--- config.mk ---
export PLATFORM = sky130hd
export DESIGN_NAME = scaled_colorkey_bitmap_blitter_top
export DESIGN_NICKNAME = d
export VERILOG_FILES = /design/src/design/scbb_pkg.sv /design/src/design/scaled_colorkey_bitmap_blitter_top.sv /design/src/design/scbb_dp.sv /design/src/design/scbb_ctrl.sv
export VERILOG_INCLUDE_DIRS = /design/src /design/src/design
export SDC_FILE = /design/constraint.sdc
export NUM_CORES = 1
export LEC_CHECK = 0
export ABC_AREA = 1
export ABC_CLOCK_PERIOD_IN_PS = 4300
export BUFFER_PORTS_ARGS = -buffer_cell sky130_fd_sc_hd__buf_2
export CAP_MARGIN = 20
export CORE_MARGIN = 5
export CORE_UTILIZATION = 49
export DETAILED_ROUTE_END_ITERATION = 10
export HOLD_SLACK_MARGIN = 0.05
export PLACE_DENSITY_LB_ADDON = 0.15
export SLEW_MARGIN = 20
export SYNTH_ARGS = -nofsm -noshare
export SYNTH_HDL_FRONTEND = slang
export SYNTH_HIERARCHICAL = 1
export SYNTH_SLANG_ARGS = --single-unit
--- constraint.sdc ---
create_clock -name clock -period 4.3 [get_ports clock]
set_input_delay 0.86 -clock clock [delete_from_list [all_inputs] [get_ports clock]]
set_output_delay 0.86 -clock clock [all_outputs]
set_load 0.02 [all_outputs]
--- src/design/scaled_colorkey_bitmap_blitter_top_macros.svh ---
// assertion macros for the blitter controller
// no dependencies; included by scbb_ctrl, the only file that checks its own logic
`ifndef SCALED_COLORKEY_BITMAP_BLITTER_TOP_MACROS_SVH
`define SCALED_COLORKEY_BITMAP_BLITTER_TOP_MACROS_SVH

// same-cycle implication
`define SCBB_ASSERT_SAME(lbl, clk, rst, ante, cons) \
   lbl: assert property (@(posedge clk) disable iff (rst) (ante) |-> (cons)) \
      else $error("scbb check failed");

// next-cycle implication
`define SCBB_ASSERT_NEXT(lbl, clk, rst, ante, cons) \
   lbl: assert property (@(posedge clk) disable iff (rst) (ante) |=> (cons)) \
      else $error("scbb check failed");

`endif

--- src/design/scbb_pkg.sv ---
// shared types and constants of the scaled color-key blitter
// no dependencies; used by scbb_ctrl, scbb_dp and the top level
package scbb_pkg;

   localparam int MAX_SIDE  = 256;
   localparam int MAX_ZOOM  = 8;

   localparam int OriginW   = 12;
   localparam int SideW     = 9;
   localparam int ZoomRegW  = 4;
   localparam int ColorW    = 16;
   localparam int CoordW    = 13;
   localparam int CsrIdxW   = 3;
   localparam int CsrDataW  = 16;

   localparam int CntW      = (MAX_SIDE > 1) ? $clog2(MAX_SIDE) : 1;
   localparam int SubW      = (MAX_ZOOM > 1) ? $clog2(MAX_ZOOM) : 1;
   localparam int SideClamp = (MAX_SIDE > (2 ** SideW) - 1) ? (2 ** SideW) - 1 : MAX_SIDE;
   localparam int ProdW     = CntW + ZoomRegW;

   // register indexes
   localparam logic [CsrIdxW-1:0] REG_ORIGIN_X   = 3'd0;
   localparam logic [CsrIdxW-1:0] REG_ORIGIN_Y   = 3'd1;
   localparam logic [CsrIdxW-1:0] REG_SRC_WIDTH  = 3'd2;
   localparam logic [CsrIdxW-1:0] REG_SRC_HEIGHT = 3'd3;
   localparam logic [CsrIdxW-1:0] REG_ZOOM       = 3'd4;
   localparam logic [CsrIdxW-1:0] REG_KEY_ENABLE = 3'd5;
   localparam logic [CsrIdxW-1:0] REG_KEY_COLOR  = 3'd6;
   localparam logic [CsrIdxW-1:0] REG_BACK_COLOR = 3'd7;

   typedef enum logic {
      ST_IDLE,
      ST_EMIT
   } state_type;

   typedef struct packed {
      logic load;
      logic step;
   } cmd_type;

   typedef struct packed {
      logic draw;
      logic last;
   } sts_type;

endpackage

--- src/design/scaled_colorkey_bitmap_blitter_top.sv ---
// Scaled color-key bitmap blitter, top level.
// Source RGB565 pixels enter on the req_ channel in raster order, one word each.
// Each pixel becomes a zoom by zoom block of screen writes on the rsp_ channel,
// row by row, with rsp_block_last set on the block's final write.
// Configuration (origin, source size, zoom, color key) is written on the csr_
// port by the user only while the block is idle, which the block does not enforce;
// writes take effect at the next clock edge. Latency: the first write of a block
// is valid the cycle after its pixel is taken. Throughput: one output word per
// cycle while not stalled, zoom clamped to 8; the next pixel is taken in the same
// cycle the block's last write is taken, so at zoom one a pixel enters every cycle
// while not stalled. Pixels with zero width, height or zoom produce no writes.
// The write rate is set by the single output register and its sub-position
// counters in the datapath.
// Reset clears the column and row counters and restores the register defaults
// (8x8 source, zoom one, key off, origin zero).
// When rsp_stall is high the current write and its coordinates hold, and no new
// pixel is taken until the block's last write leaves.
// depends on scbb_pkg, scbb_ctrl and scbb_dp
module scaled_colorkey_bitmap_blitter_top (
   input  logic                                clock,
   input  logic                                reset,
   input  logic                                req_valid,
   output logic                                req_stall,
   input  logic [scbb_pkg::ColorW-1:0]         req_src_pixel,
   output logic                                rsp_valid,
   input  logic                                rsp_stall,
   output logic signed [scbb_pkg::CoordW-1:0]  rsp_screen_x,
   output logic signed [scbb_pkg::CoordW-1:0]  rsp_screen_y,
   output logic [scbb_pkg::ColorW-1:0]         rsp_out_color,
   output logic                                rsp_block_last,
   input  logic                                csr_we,
   input  logic [scbb_pkg::CsrIdxW-1:0]        csr_index,
   input  logic [scbb_pkg::CsrDataW-1:0]       csr_wdata
);

   scbb_pkg::cmd_type cmd;
   scbb_pkg::sts_type sts;

   scbb_ctrl u_ctrl (
      .clock     (clock),
      .reset     (reset),
      .req_valid (req_valid),
      .req_stall (req_stall),
      .rsp_valid (rsp_valid),
      .rsp_stall (rsp_stall),
      .sts       (sts),
      .cmd       (cmd)
   );

   scbb_dp u_dp (
      .clock          (clock),
      .reset          (reset),
      .csr_we         (csr_we),
      .csr_index      (csr_index),
      .csr_wdata      (csr_wdata),
      .req_src_pixel  (req_src_pixel),
      .cmd            (cmd),
      .sts            (sts),
      .rsp_screen_x   (rsp_screen_x),
      .rsp_screen_y   (rsp_screen_y),
      .rsp_out_color  (rsp_out_color),
      .rsp_block_last (rsp_block_last)
   );

endmodule

--- src/design/scbb_dp.sv ---
// datapath: config registers, source counters, block coordinates and output word
// depends on scbb_pkg; driven by scbb_ctrl through scbb_pkg::cmd_type
module scbb_dp (
   input  logic                                clock,
   input  logic                                reset,
   input  logic                                csr_we,
   input  logic [scbb_pkg::CsrIdxW-1:0]        csr_index,
   input  logic [scbb_pkg::CsrDataW-1:0]       csr_wdata,
   input  logic [scbb_pkg::ColorW-1:0]         req_src_pixel,
   input  scbb_pkg::cmd_type                   cmd,
   output scbb_pkg::sts_type                   sts,
   output logic signed [scbb_pkg::CoordW-1:0]  rsp_screen_x,
   output logic signed [scbb_pkg::CoordW-1:0]  rsp_screen_y,
   output logic [scbb_pkg::ColorW-1:0]         rsp_out_color,
   output logic                                rsp_block_last
);

   logic signed [scbb_pkg::OriginW-1:0] origin_x_ff, origin_y_ff;
   logic [scbb_pkg::SideW-1:0]          width_ff, height_ff;
   logic [scbb_pkg::ZoomRegW-1:0]       zoom_ff;
   logic                                key_en_ff;
   logic [scbb_pkg::ColorW-1:0]         key_color_ff, back_color_ff;

   logic [scbb_pkg::CntW-1:0]           col_ff, col_in, row_ff, row_in;

   logic [scbb_pkg::ColorW-1:0]         color_ff, color_in;
   logic [scbb_pkg::CoordW-1:0]         x_ff, x_in, y_ff, y_in, base_x_ff, base_x_in;
   logic [scbb_pkg::SubW-1:0]           sx_ff, sx_in, sy_ff, sy_in;

   logic [scbb_pkg::SideW-1:0]          w_eff, h_eff;
   logic [scbb_pkg::ZoomRegW-1:0]       z_eff;
   logic [scbb_pkg::SubW-1:0]           zm1;
   logic                                size_zero;
   logic [scbb_pkg::SideW:0]            col_inc, row_inc;
   logic [scbb_pkg::ProdW-1:0]          prod_x, prod_y;
   logic [scbb_pkg::CoordW-1:0]         base_x, base_y;

   always_comb begin
      w_eff = (width_ff > scbb_pkg::SideW'(scbb_pkg::SideClamp)) ?
              scbb_pkg::SideW'(scbb_pkg::SideClamp) : width_ff;
      h_eff = (height_ff > scbb_pkg::SideW'(scbb_pkg::SideClamp)) ?
              scbb_pkg::SideW'(scbb_pkg::SideClamp) : height_ff;
      z_eff = (zoom_ff > scbb_pkg::ZoomRegW'(scbb_pkg::MAX_ZOOM)) ?
              scbb_pkg::ZoomRegW'(scbb_pkg::MAX_ZOOM) : zoom_ff;
      zm1   = scbb_pkg::SubW'(z_eff - scbb_pkg::ZoomRegW'(1));
      size_zero = (width_ff == '0) || (height_ff == '0);

      sts.draw = !size_zero && (zoom_ff != '0);
      sts.last = (sx_ff == zm1) && (sy_ff == zm1);

      // top-left write of the block for the current source position
      prod_x = scbb_pkg::ProdW'(col_ff) * scbb_pkg::ProdW'(z_eff);
      prod_y = scbb_pkg::ProdW'(row_ff) * scbb_pkg::ProdW'(z_eff);
      base_x = {{(scbb_pkg::CoordW - scbb_pkg::OriginW){origin_x_ff[scbb_pkg::OriginW-1]}},
                origin_x_ff} + scbb_pkg::CoordW'(prod_x);
      base_y = {{(scbb_pkg::CoordW - scbb_pkg::OriginW){origin_y_ff[scbb_pkg::OriginW-1]}},
                origin_y_ff} + scbb_pkg::CoordW'(prod_y);

      // raster counters, wrapping also when a size was shrunk below them
      col_inc = (scbb_pkg::SideW+1)'(col_ff) + (scbb_pkg::SideW+1)'(1);
      row_inc = (scbb_pkg::SideW+1)'(row_ff) + (scbb_pkg::SideW+1)'(1);
      col_in  = col_ff;
      row_in  = row_ff;
      if (cmd.load && !size_zero) begin
         if (col_inc >= {1'b0, w_eff}) begin
            col_in = '0;
            row_in = (row_inc >= {1'b0, h_eff}) ? '0 : scbb_pkg::CntW'(row_inc);
         end else begin
            col_in = scbb_pkg::CntW'(col_inc);
         end
      end

      color_in  = color_ff;
      x_in      = x_ff;
      y_in      = y_ff;
      base_x_in = base_x_ff;
      sx_in     = sx_ff;
      sy_in     = sy_ff;
      if (cmd.load) begin
         color_in  = (key_en_ff && (req_src_pixel == key_color_ff)) ? back_color_ff
                                                                    : req_src_pixel;
         x_in      = base_x;
         y_in      = base_y;
         base_x_in = base_x;
         sx_in     = '0;
         sy_in     = '0;
      end else if (cmd.step) begin
         if (sx_ff == zm1) begin
            sx_in = '0;
            x_in  = base_x_ff;
            sy_in = sy_ff + scbb_pkg::SubW'(1);
            y_in  = y_ff + scbb_pkg::CoordW'(1);
         end else begin
            sx_in = sx_ff + scbb_pkg::SubW'(1);
            x_in  = x_ff + scbb_pkg::CoordW'(1);
         end
      end
   end

   always_ff @(posedge clock) begin
      if (reset) begin
         origin_x_ff   <= '0;
         origin_y_ff   <= '0;
         width_ff      <= scbb_pkg::SideW'(8);
         height_ff     <= scbb_pkg::SideW'(8);
         zoom_ff       <= scbb_pkg::ZoomRegW'(1);
         key_en_ff     <= 1'b0;
         key_color_ff  <= '0;
         back_color_ff <= '0;
         col_ff        <= '0;
         row_ff        <= '0;
      end else begin
         col_ff <= col_in;
         row_ff <= row_in;
         if (csr_we) begin
            unique case (csr_index)
               scbb_pkg::REG_ORIGIN_X:   origin_x_ff   <= csr_wdata[scbb_pkg::OriginW-1:0];
               scbb_pkg::REG_ORIGIN_Y:   origin_y_ff   <= csr_wdata[scbb_pkg::OriginW-1:0];
               scbb_pkg::REG_SRC_WIDTH:  width_ff      <= csr_wdata[scbb_pkg::SideW-1:0];
               scbb_pkg::REG_SRC_HEIGHT: height_ff     <= csr_wdata[scbb_pkg::SideW-1:0];
               scbb_pkg::REG_ZOOM:       zoom_ff       <= csr_wdata[scbb_pkg::ZoomRegW-1:0];
               scbb_pkg::REG_KEY_ENABLE: key_en_ff     <= csr_wdata[0];
               scbb_pkg::REG_KEY_COLOR:  key_color_ff  <= csr_wdata[scbb_pkg::ColorW-1:0];
               scbb_pkg::REG_BACK_COLOR: back_color_ff <= csr_wdata[scbb_pkg::ColorW-1:0];
            endcase
         end
      end
   end

   always_ff @(posedge clock) begin
      color_ff  <= color_in;
      x_ff      <= x_in;
      y_ff      <= y_in;
      base_x_ff <= base_x_in;
      sx_ff     <= sx_in;
      sy_ff     <= sy_in;
   end

   assign rsp_screen_x   = $signed(x_ff);
   assign rsp_screen_y   = $signed(y_ff);
   assign rsp_out_color  = color_ff;
   assign rsp_block_last = sts.last;

endmodule

--- src/design/scbb_ctrl.sv ---
// controller: sequences one source pixel's block of screen writes
// depends on scbb_pkg and the assertion macros header
`include "scaled_colorkey_bitmap_blitter_top_macros.svh"

module scbb_ctrl (
   input  logic               clock,
   input  logic               reset,
   input  logic               req_valid,
   output logic               req_stall,
   output logic               rsp_valid,
   input  logic               rsp_stall,
   input  scbb_pkg::sts_type  sts,
   output scbb_pkg::cmd_type  cmd
);

   scbb_pkg::state_type state_ff, state_in;
   logic                accept;

   always_ff @(posedge clock) begin
      if (reset) begin
         state_ff <= scbb_pkg::ST_IDLE;
      end else begin
         state_ff <= state_in;
      end
   end

   always_comb begin
      state_in  = state_ff;
      cmd       = '0;
      rsp_valid = 1'b0;
      req_stall = 1'b1;
      unique case (state_ff)
         scbb_pkg::ST_IDLE: begin
            req_stall = 1'b0;
            if (req_valid) begin
               cmd.load = 1'b1;
               if (sts.draw) begin
                  state_in = scbb_pkg::ST_EMIT;
               end
            end
         end
         scbb_pkg::ST_EMIT: begin
            rsp_valid = 1'b1;
            // the next pixel may enter as the block's last word leaves
            req_stall = !(!rsp_stall && sts.last);
            if (!rsp_stall) begin
               if (sts.last) begin
                  state_in = scbb_pkg::ST_IDLE;
                  if (req_valid) begin
                     cmd.load = 1'b1;
                     if (sts.draw) begin
                        state_in = scbb_pkg::ST_EMIT;
                     end
                  end
               end else begin
                  cmd.step = 1'b1;
               end
            end
         end
      endcase
   end

   assign accept = req_valid && !req_stall;

   `SCBB_ASSERT_SAME(a_no_accept_mid_block, clock, reset,
      (state_ff == scbb_pkg::ST_EMIT) && !sts.last, req_stall)
   `SCBB_ASSERT_NEXT(a_block_continues, clock, reset,
      cmd.step, state_ff == scbb_pkg::ST_EMIT)
   `SCBB_ASSERT_NEXT(a_nothing_drawn_stays_idle, clock, reset,
      accept && !sts.draw, state_ff == scbb_pkg::ST_IDLE)
   `SCBB_ASSERT_SAME(a_load_only_on_accept, clock, reset,
      cmd.load, accept && !cmd.step)

endmodule

==> results of run 1 <==
## worst max-delay path: stages (launching register included)
cell and delay [ps]:
dfxtp_1 430, inv_8 80, nand2_2 160, buf_4 190
nor2_1 60, fa_1 460, fa_1 540, inv_1 50
fa_1 500, inv_1 40, ha_1 370, a21oi_1 220
nor2_1 50, o21ai_0 240, nand4_1 130, nand3_1 100
nand2_1 50
## worst max path at each step
stage,end,slack [ps],cells after the start
finish,u_dp/rsp_screen_y[11],390,16
floorplan,u_dp/rsp_screen_x[0],2,20
CTS,u_dp/rsp_screen_y[11],270,16
detailed placement,u_dp/rsp_screen_y[11],290,16
global placement,u_dp/rsp_screen_y[11],340,16
global route,u_dp/rsp_screen_y[11],120,16
## kinds of logic (layout without fill, tap and decap cells)
family,Yosys count,in the layout
flops,157,157
compound gates,191,191
xor+xnor,43,43
buf+inv,273,360
simple gates,645,645
fa+ha+maj,109,109
## metrics by stage
| step | power, mW | cell area [um^2] |
|---|---|---|
| after floorplan | 2.60 | 10500 |
| after global placement | 2.85 | 11200 |
| after detailed placement | 2.87 | 11200 |
| after CTS | 4.41 | 11800 |
| after global routing | 4.62 | 11800 |
| final | 4.37 | 11800 |
## power by group through the flow
stage | combinational, mW | clock [mW] | sequential [mW]
after global placement | 0.975 | 0 | 1.88
final | 0.987 | 1.54 | 1.85
after global routing | 1.11 | 1.63 | 1.87
after detailed placement | 0.985 | 0 | 1.88
after CTS | 0.992 | 1.57 | 1.85
after floorplan | 0.624 | 0 | 1.98
## cells in the final DEF (no fill, tap or decap), types with 3 or more instances in the layout
cell type	n
buf_4	12
o21ai_0	105
inv_8	7
buf_2	84
and2_1	3
o21bai_1	3
o211ai_1	3
nand3_1	63
inv_4	3
ha_1	67
a21oi_1	69
or2_2	3
nand2_2	9
nor2_1	230
inv_6	4
inv_1	227
xnor2_1	14
nand4_1	28
clkbuf_16	17
nor3_1	7
fa_1	42
nand2_1	288
a21o_1	3
nand3b_1	3
xor2_1	29
dfxtp_1	102
edfxtp_1	55
## final cells by class
cell class                      instances  area share (%)
Tap cell                              275            2.91
Clock buffer                           17            3.60
Timing Repair Buffer                   96            4.32
Clock inverter                         15            1.43
Multi-Input combinational cell        988            49.0
Inverter                              232            7.48
Sequential cell                       157            31.3
## timing repair
action / 4_1_cts / 5_1_grt
gates resized for setup: 0 / 2
hold endpoints to repair: 0 / 0
setup endpoints to repair: 0 / 2
## routing by layer
layer	vias up	wire [um]	track usage, %
met3	31	1280	3.10
met1	4060	11700	28.9
met5	-	0	0
li1	4632	-	-
met4	0	483	6.28
met2	225	11000	33.3
## state kept, by name, summed over array words and instances, names as in the netlist, 8 cells and up
name                count
u_dp/back_color_ff     16
u_dp/key_color_ff      16
u_dp/rsp_out_color     16
u_dp/base_x_ff         13
u_dp/rsp_screen_x      13
u_dp/rsp_screen_y      13
u_dp/origin_x_ff       12
u_dp/origin_y_ff       12
u_dp/height_ff          9
u_dp/width_ff           9
u_dp/col_ff             8
u_dp/row_ff             8
==> metrics.yaml, run 1 <==
grt:
  antenna_found_initial: 0
  grt_max_degree: 42
  grt_pass1_vias: 8464
  grt_overflow: 0
  grt_pass1_wl_um: 41100
  grt_use_total_pct: 20.7
critical_path:
  critPathMaxFanout: 9
  crit-reg2reg-launch: "u_dp/zoom_ff[3]"
  worstPathRequired_ps: 4490
  end_kind: "flop"
  regToRegSetupSlack_ps: 390
  path_class: "reg2reg"
  crit_path_start_kind: "flop"
  startpoint: "u_dp/zoom_ff[3]"
  crit_arrival_ps: 4100
  timing.rr.end: "u_dp/rsp_screen_y[11]"
  worstRegToRegCells: 16
sta:
  slew_headroom_pct: 54.4
  finalHoldViolCount: 0
  setup_violations: 0
  worst_slew_pin_slew_ps: 682
  max_freq_mhz: 256
  fin_ws_ps: 388
  finalCritPeriodShare_pct: 91.0
  hold_ws_ps: 474
  rsz0062_at_grt: "false"
  post-route-min-period_ps: 3910
  fin_worst_skew_ps: 10.1
  slew_violations: 0
  setup_tns_ps: 0
cells_and_area:
  final-seq-area_um2: 3690
  areaGrowthSynthToFinish_pct: 12.2
  multi_input_area_um2: 5790
  instances_no_fill: 1780
  fin_nets: 1641
  fill_cells: 2063
  drive_gt1_share_pct: 10.4
  final_core_util_pct: 56.0
  insertedDiodeCount: 0
clock_tree:
  numClockSinks: 157
  clock_path_buffers: 2
  insertion_delay_ps: 430
  cts_setup_buffers: 0
  cts_made_buffers: 17
  clk_pin_slew_ps: 70
  htreeDepth: 4
  cts_tree: "done"
  postCtsHoldBufs: 0
  cts-root-buf: "clkbuf_16"
synth:
  synth_edf_count: 55
  synth_commonest_cells: "nand2_1 (290), nor2_1 (230), inv_1 (228)"
  async_flop_share_pct: 0
  ys_top_cells_by_area: "dfxtp_1 (19%), edfxtp_1 (16%), nand2_1 (10%)"
  synth_ff_type: "dfxtp_1"
  ys_warn_count: 6
  synth-compound-area-share_pct: 9.39
  syn_nets: 1567
  syn-instance-count: 1418
  yosysTopAreaCell: "dfxtp_1"
  yosysUniqueCellTypes: 40
  syn_area_per_cell_um2: 7.43
  yosys.cell_count.top_type: "nand2_1"
  synth.area.mux_share_pct: 0
  synth-xor-area-share_pct: 3.58
  syn_area_um2: 10500
  synthSimpleGateAreaFrac_pct: 25.8
  synthAdderAreaFrac_pct: 15.9
  synth_top_family_by_area: "simple AND/OR/NAND/NOR gates"
  ys_seq_area_share_pct: 35.1
  synth_top_area_share_pct: 19.4
  ys_seq_elements: 157
detailed_routing:
  drtIter0Drc: 598
  dr.pass1.iters: 7
  via_per_inst: 5.03
  wirelength_um: 24500
  detail-route-antenna-nets: 0
  drt-wirelength-per-cell_um: 13.8
  drc_errors: 0
  num_vias: 8948
hold_path:
  hold_path.class: "reg2reg"
  min_from: "u_dp/width_ff[0]"
  holdPathStages: 2
  holdPathEnd: "u_dp/width_ff[0]"
placed_design:
  post-dp-hpwl_um: 18300
  gp_congestion: 0.847
  post-place-ws_ps: 289
  place_inst: 1748
  port-buffer-count: 84
power_and_ir_drop:
  ir_drop_mv: 0.269
  p_leak_nw: 5.92
  p_comb_share_pct: 22.6
  p_clk_share_pct: 35.2
  switching_share_pct: 33.8
  power_density_nw_per_um2: 370
  switching_power_mw: 1.48
  seq_power_share_pct: 42.2
  p_int_mw: 2.90
die:
  num_rows: 53
  io_pins: 85
  dieArea_um2: 24500
  start_util_pct: 49.9
  die_h_um: 157
  chipWidth_um: 157
  fp.coreArea_um2: 21100
run_status:
  run_status: "finished clean"
flow_run:
  cap_viol_max_count: 0
No activity file was read; power rests on OpenSTA's default activity.
==> run 2, diff against run 1 <==
CORE_ASPECT_RATIO = 1.2   (was not set)
==> run 2 against run 1 <==
Net effect: via count fell by 0.50%; first-iteration DRC count fell by 10%; critical path depth shrank 2; flip-flop and latch count stayed put; wire length up 0.36%; highest routed layer unchanged; register-to-register slack worse by 40 ps; non-clock buffer count shrank 1; die area hardly changed; largest power group unchanged; cell area is 0.47% lower; clock-buffer cell count grew 1; combinational power hardly changed.
==> metrics.yaml, run 2 (synthesis gave the netlist of run 1 again) <==
run_status:
  run_status: "finished clean"
cells_and_area:
  insertedDiodeCount: 0  # unchanged
  final_common_cell: "nand2_1"
  mostFrequentLayoutCells: "nand2_1 (288), nor2_1 (229), inv_1 (227)"
  fin_nets: 1640  # -0.061%
  areaGrowthSynthToFinish_pct: 11.6
  drive_gt1_share_pct: 10.2  # -0.13 points
  final_core_util_pct: 55.9  # -0.15 points
die:
  die_h_um: 171  # +8.9%
  start_util_pct: 50.0  # +0.10 points
  io_pins: 85  # unchanged
  chipWidth_um: 144  # -8.2%
  dieArea_um2: 24500  # about the same
  fp.coreArea_um2: 21000  # -0.20%
  num_rows: 58  # +9.4%
sta:
  worst_slew_pin_slew_ps: 762  # +80.5 ps
  hold_ws_ps: 475  # +0.550 ps
  fin_ws_ps: 345  # -43.2 ps
  setup_tns_ps: 0  # unchanged
  finalHoldViolCount: 0  # unchanged
  setup_violations: 0  # unchanged
  rsz0062_at_grt: "false"
  fin_worst_skew_ps: 13.8  # +3.72 ps
  post-route-min-period_ps: 3950  # +43.2 ps
  slew_headroom_pct: 49.0  # -5.4 points
  max_freq_mhz: 253  # -1.1%
  slew_violations: 0  # unchanged
  finalCritPeriodShare_pct: 92.0  # +1.0 points
critical_path:
  crit_arrival_ps: 4150  # +50 ps
  crit_chain: "inv_8 > nand2_2 > nor2_1 > fa_1 > fa_1 > inv_1 > fa_1 > inv_1 > ha_1 > a21oi_1 > nor2_1 > o21ai_0 > nand4_1 > and2_1"
  cp_top_family: "adder cells"
  critPathMaxFanout: 14  # +5
  crit_path_frequent_cell: "fa_1"
  crit_path_start_kind: "flop"
  worstPathRequired_ps: 4490  # about the same
  cp_slowest_cell: "fa_1"
  path_class: "reg2reg"
  end_kind: "flop"
  worst-path-buf-inv: 3  # -1
  critPathMaxStageDelay_ps: 560  # +20 ps
detailed_routing:
  drtIter0Drc: 536  # -10%
  drc_errors: 0  # unchanged
  drt-wirelength-per-cell_um: 13.9  # +0.70%
  via_per_inst: 5.02  # -0.17%
  dr.pass1.iters: 5  # -2
  detail-route-antenna-nets: 0  # unchanged
  num_vias: 8903  # -0.50%
  wirelength_um: 24600  # +0.36%
grt:
  grt_pass1_wl_um: 41200  # +0.30%
  busiest_layer: "met2"
  met3_usage_pct: 3.55  # +0.45 points
  grt_use_total_pct: 20.8  # +0.10 points
  use_met1_pct: 27.4  # -1.5 points
  grt_pass1_vias: 8559  # +1.1%
  met2_usage_pct: 34.8  # +1.6 points
  grt_max_degree: 51  # +21%
  antenna_found_initial: 0  # unchanged
  grt_overflow: 0  # unchanged
power_and_ir_drop:
  finalPower_mw: 4.29  # -1.9%
  ir_drop_mv: 0.260  # -3.2%
  power_density_nw_per_um2: 365  # -1.4%
  p_leak_nw: 5.90  # -0.44%
clock_tree:
  cts_tree: "done"
  insertion_delay_ps: 440  # about the same
  clock_path_buffers: 2  # unchanged
  cts-root-buf: "clkbuf_16"
  cts_setup_buffers: 0  # unchanged
  clk_pin_slew_ps: 70  # about the same
  htreeDepth: 4  # unchanged
  numClockSinks: 157  # unchanged
  cts_made_buffers: 17  # unchanged
placed_design:
  port-buffer-count: 84  # unchanged
  post-dp-hpwl_um: 18600  # +1.6%
  gp_congestion: 0.853  # +0.74%
  post-place-ws_ps: 195  # -94.6 ps
hold_path:
  hold_path.class: "reg2reg"
flow_run:
  cap_viol_max_count: 0  # unchanged
run 2: per-layer routing:
layer | vias to the layer above | routed length [um]
li1 | 4632 | -
met1 | 4033 | 10900
met2 | 209 | 12100
met3 | 29 | 1230
met4 | 0 | 401
met5 | - | 0
run 2: metrics by stage:
| stage | instance area (um^2) | instances |
|---|---|---|
| after global placement | 11200 | 1742 |
| final | 11800 | 1774 |
| after global routing | 11800 | 1774 |
| after detailed placement | 11200 | 1742 |
| after CTS | 11800 | 1774 |
| after floorplan | 10500 | 1418 |
run 2: worst register-to-register path, delay by kind of cell, from the launching register on:
family / cells / cell delay (ps)
fa+ha+maj: 4 / 1880
simple gates: 5 / 770
compound gates: 2 / 490
flops: 1 / 430
buf+inv: 3 / 170
run 2: worst paths after layout:
path	cells after the start	startpoint	slack [ps]	end
hold reg to reg	2	u_dp/height_ff[0]	470	u_dp/height_ff[0]
setup / recovery	14	u_dp/zoom_ff[3]	350	u_dp/base_x_ff[11]
setup reg to reg	14	u_dp/zoom_ff[3]	350	u_dp/base_x_ff[11]
hold / removal	2	u_dp/height_ff[0]	470	u_dp/height_ff[0]
run 2: layout make-up:
class                   instances  area, um^2
flip-flops and latches        157        3690
clock buffers                  18         429
inverters                     232         883
well taps                     270         338
clock inverters                14         125
repair buffers                 95         503
fillers                      2046        9290
multi-input cells             988        5780
run 2: repair_timing:
item	4_1_cts	5_1_grt
hold buffers	0	0
endpoints found under the setup margin	0	19
gates resized for setup	0	2
hold endpoints to repair	0	0
run 2: power breakdown:
| group | total (mW) | leakage (nW) | switching, mW | internal [mW] |
|---|---|---|---|---|
| Sequential | 1.85 | 1.37 | 0.113 | 1.74 |
| Clock | 1.46 | 0.278 | 0.694 | 0.764 |
| Combinational | 0.984 | 4.26 | 0.659 | 0.325 |
| Total | 4.29 | 5.90 | 1.47 | 2.83 |
==> run 3, diff against run 2 <==
SETUP_SLACK_MARGIN = 0.4   (was not set)
==> run 3 against run 2 <==
Net effect: via count down 0.29%; clock power up 5%; non-clock buffer count is 1 higher; fmax grew 5.5%; cell area up 1.1%; critical endpoint is now u_dp/base_x_ff[12].
==> metrics.yaml, run 3 (synthesis gave the netlist of run 1 again) <==
placed_design:
  post-dp-hpwl_um: 18400  # -1.2%
  port-buffer-count: 84  # unchanged
  gp_congestion: 0.850  # -0.28%
grt:
  met3_usage_pct: 3.41  # -0.14 points
  grt_use_total_pct: 20.9  # +0.18 points
  grt_max_degree: 51  # unchanged
  grt_pass1_vias: 8909  # +4.1%
  met2_usage_pct: 35.5  # +0.69 points
  use_met1_pct: 27.2  # -0.22 points
  antenna_found_initial: 0  # unchanged
  grt_overflow: 0  # unchanged
  grt_pass1_wl_um: 41800  # +1.5%
  busiest_layer: "met2"
clock_tree:
  cts_made_buffers: 17  # unchanged
  cts_tree: "done"
  insertion_delay_ps: 430  # about the same
  numClockSinks: 157  # unchanged
  clock_path_buffers: 2  # unchanged
  htreeDepth: 4  # unchanged
  clk_pin_slew_ps: 70  # about the same
  postCtsHoldBufs: 0  # unchanged
  cts-root-buf: "clkbuf_16"
critical_path:
  cp_top_family: "adder cells"
  crit_chain: "inv_8 > nand2_4 > inv_1 > nand2_1 > fa_1 > fa_1 > fa_1 > inv_1 > ha_1 > a21oi_1 > nand2_1 > nand3_1 > nand2_1 > nand2_1 > nand3b_1 > and2_1"
  crit_arrival_ps: 3940  # -210 ps
  crit_path_start_kind: "flop"
  end_kind: "flop"
  cp_slowest_cell: "fa_1"
  crit_path_frequent_cell: "nand2_1"
  critPathMaxFanout: 16  # +2
  path_class: "reg2reg"
  worst-path-buf-inv: 3  # unchanged
  critPathMaxStageDelay_ps: 510  # -50 ps
  worstPathRequired_ps: 4490  # about the same
sta:
  setup_violations: 0  # unchanged
  rsz0062_at_grt: "true"
  slew_headroom_pct: 53.3  # +4.3 points
  max_freq_mhz: 267  # +5.5%
  fin_worst_skew_ps: 13.2  # -0.535 ps
  post-route-min-period_ps: 3750  # -206 ps
  finalCritPeriodShare_pct: 87.2  # -4.8 points
  worst_slew_pin_slew_ps: 700  # -61.9 ps
  setup_tns_ps: 0  # unchanged
  hold_ws_ps: 483  # +8.41 ps
  slew_violations: 0  # unchanged
  finalHoldViolCount: 0  # unchanged
die:
  die_h_um: 171  # unchanged
  start_util_pct: 50.0  # unchanged
  fp.coreArea_um2: 21000  # unchanged
  io_pins: 85  # unchanged
  chipWidth_um: 144  # unchanged
  num_rows: 58  # unchanged
  dieArea_um2: 24500  # unchanged
detailed_routing:
  num_vias: 8877  # -0.29%
  detail-route-antenna-nets: 0  # unchanged
  wirelength_um: 24700  # +0.38%
  dr.pass1.iters: 5  # unchanged
  via_per_inst: 5.00  # -0.35%
  drtIter0Drc: 525  # -2.1%
  drc_errors: 0  # unchanged
  drt-wirelength-per-cell_um: 13.9  # +0.32%
cells_and_area:
  drive_gt1_share_pct: 11.3  # +1.1 points
  insertedDiodeCount: 0  # unchanged
  final_core_util_pct: 56.5  # +0.62 points
  fin_nets: 1641  # +0.061%
  mostFrequentLayoutCells: "nand2_1 (286), nor2_1 (229), inv_1 (226)"
  final_common_cell: "nand2_1"
  areaGrowthSynthToFinish_pct: 12.9
power_and_ir_drop:
  finalPower_mw: 4.40  # +2.4%
  power_density_nw_per_um2: 370  # +1.3%
  p_leak_nw: 5.93  # +0.55%
  ir_drop_mv: 0.280  # +7.6%
hold_path:
  hold_path.class: "reg2reg"
flow_run:
  cap_viol_max_count: 0  # unchanged
run_status:
  run_status: "finished clean"
==> run 3: tightest hold or removal path: stages (launching register included) <==
cell     delay [ps]
dfxtp_1         310
inv_1            70
a21oi_1          60
==> run 3: worst paths after layout <==
kind,startpoint,endpoint,slack (ps),cells past startpoint
setup reg to reg,u_dp/zoom_ff[3],u_dp/base_x_ff[12],550,16
hold reg to reg,u_dp/height_ff[0],u_dp/height_ff[0],480,2
hold / removal,u_dp/height_ff[0],u_dp/height_ff[0],480,2
setup / recovery,u_dp/zoom_ff[3],u_dp/base_x_ff[12],550,16
==> run 3: per-layer routing <==
layer | vias up | wire length [um]
li1 | 4628 | -
met1 | 4054 | 11300
met2 | 160 | 11900
met3 | 35 | 940
met4 | 0 | 528
met5 | - | 0
==> run 3: what timing repair did <==
item,in CTS,in global routing
gates resized for setup,2,14
setup endpoints to repair,8,30
buffers inserted,0,2
pin swaps,0,2
==> run 3: where the power goes <==
part	internal (mW)	switching (mW)	total [mW]
logic	0.338	0.667	1.01
clock network	0.832	0.706	1.54
registers	1.74	0.115	1.85
==> run 3: final cells by class <==
class / count / area, um^2
fillers: 2037 / 9160
multi-input cells: 988 / 5840
flip-flops and latches: 157 / 3700
inverters: 232 / 883
repair buffers: 96 / 527
clock buffers: 17 / 425
well taps: 270 / 338
clock inverters: 15 / 175
==> run 3: stage by stage <==
step | cell area, um^2 | worst slack, ps | instances
after CTS | 11800 | 424 | 1773
after floorplan | 10600 | 421 | 1418
final | 11900 | 551 | 1775
after detailed placement | 11200 | 412 | 1741
after global placement | 11200 | 477 | 1741
after global routing | 11900 | 390 | 1775
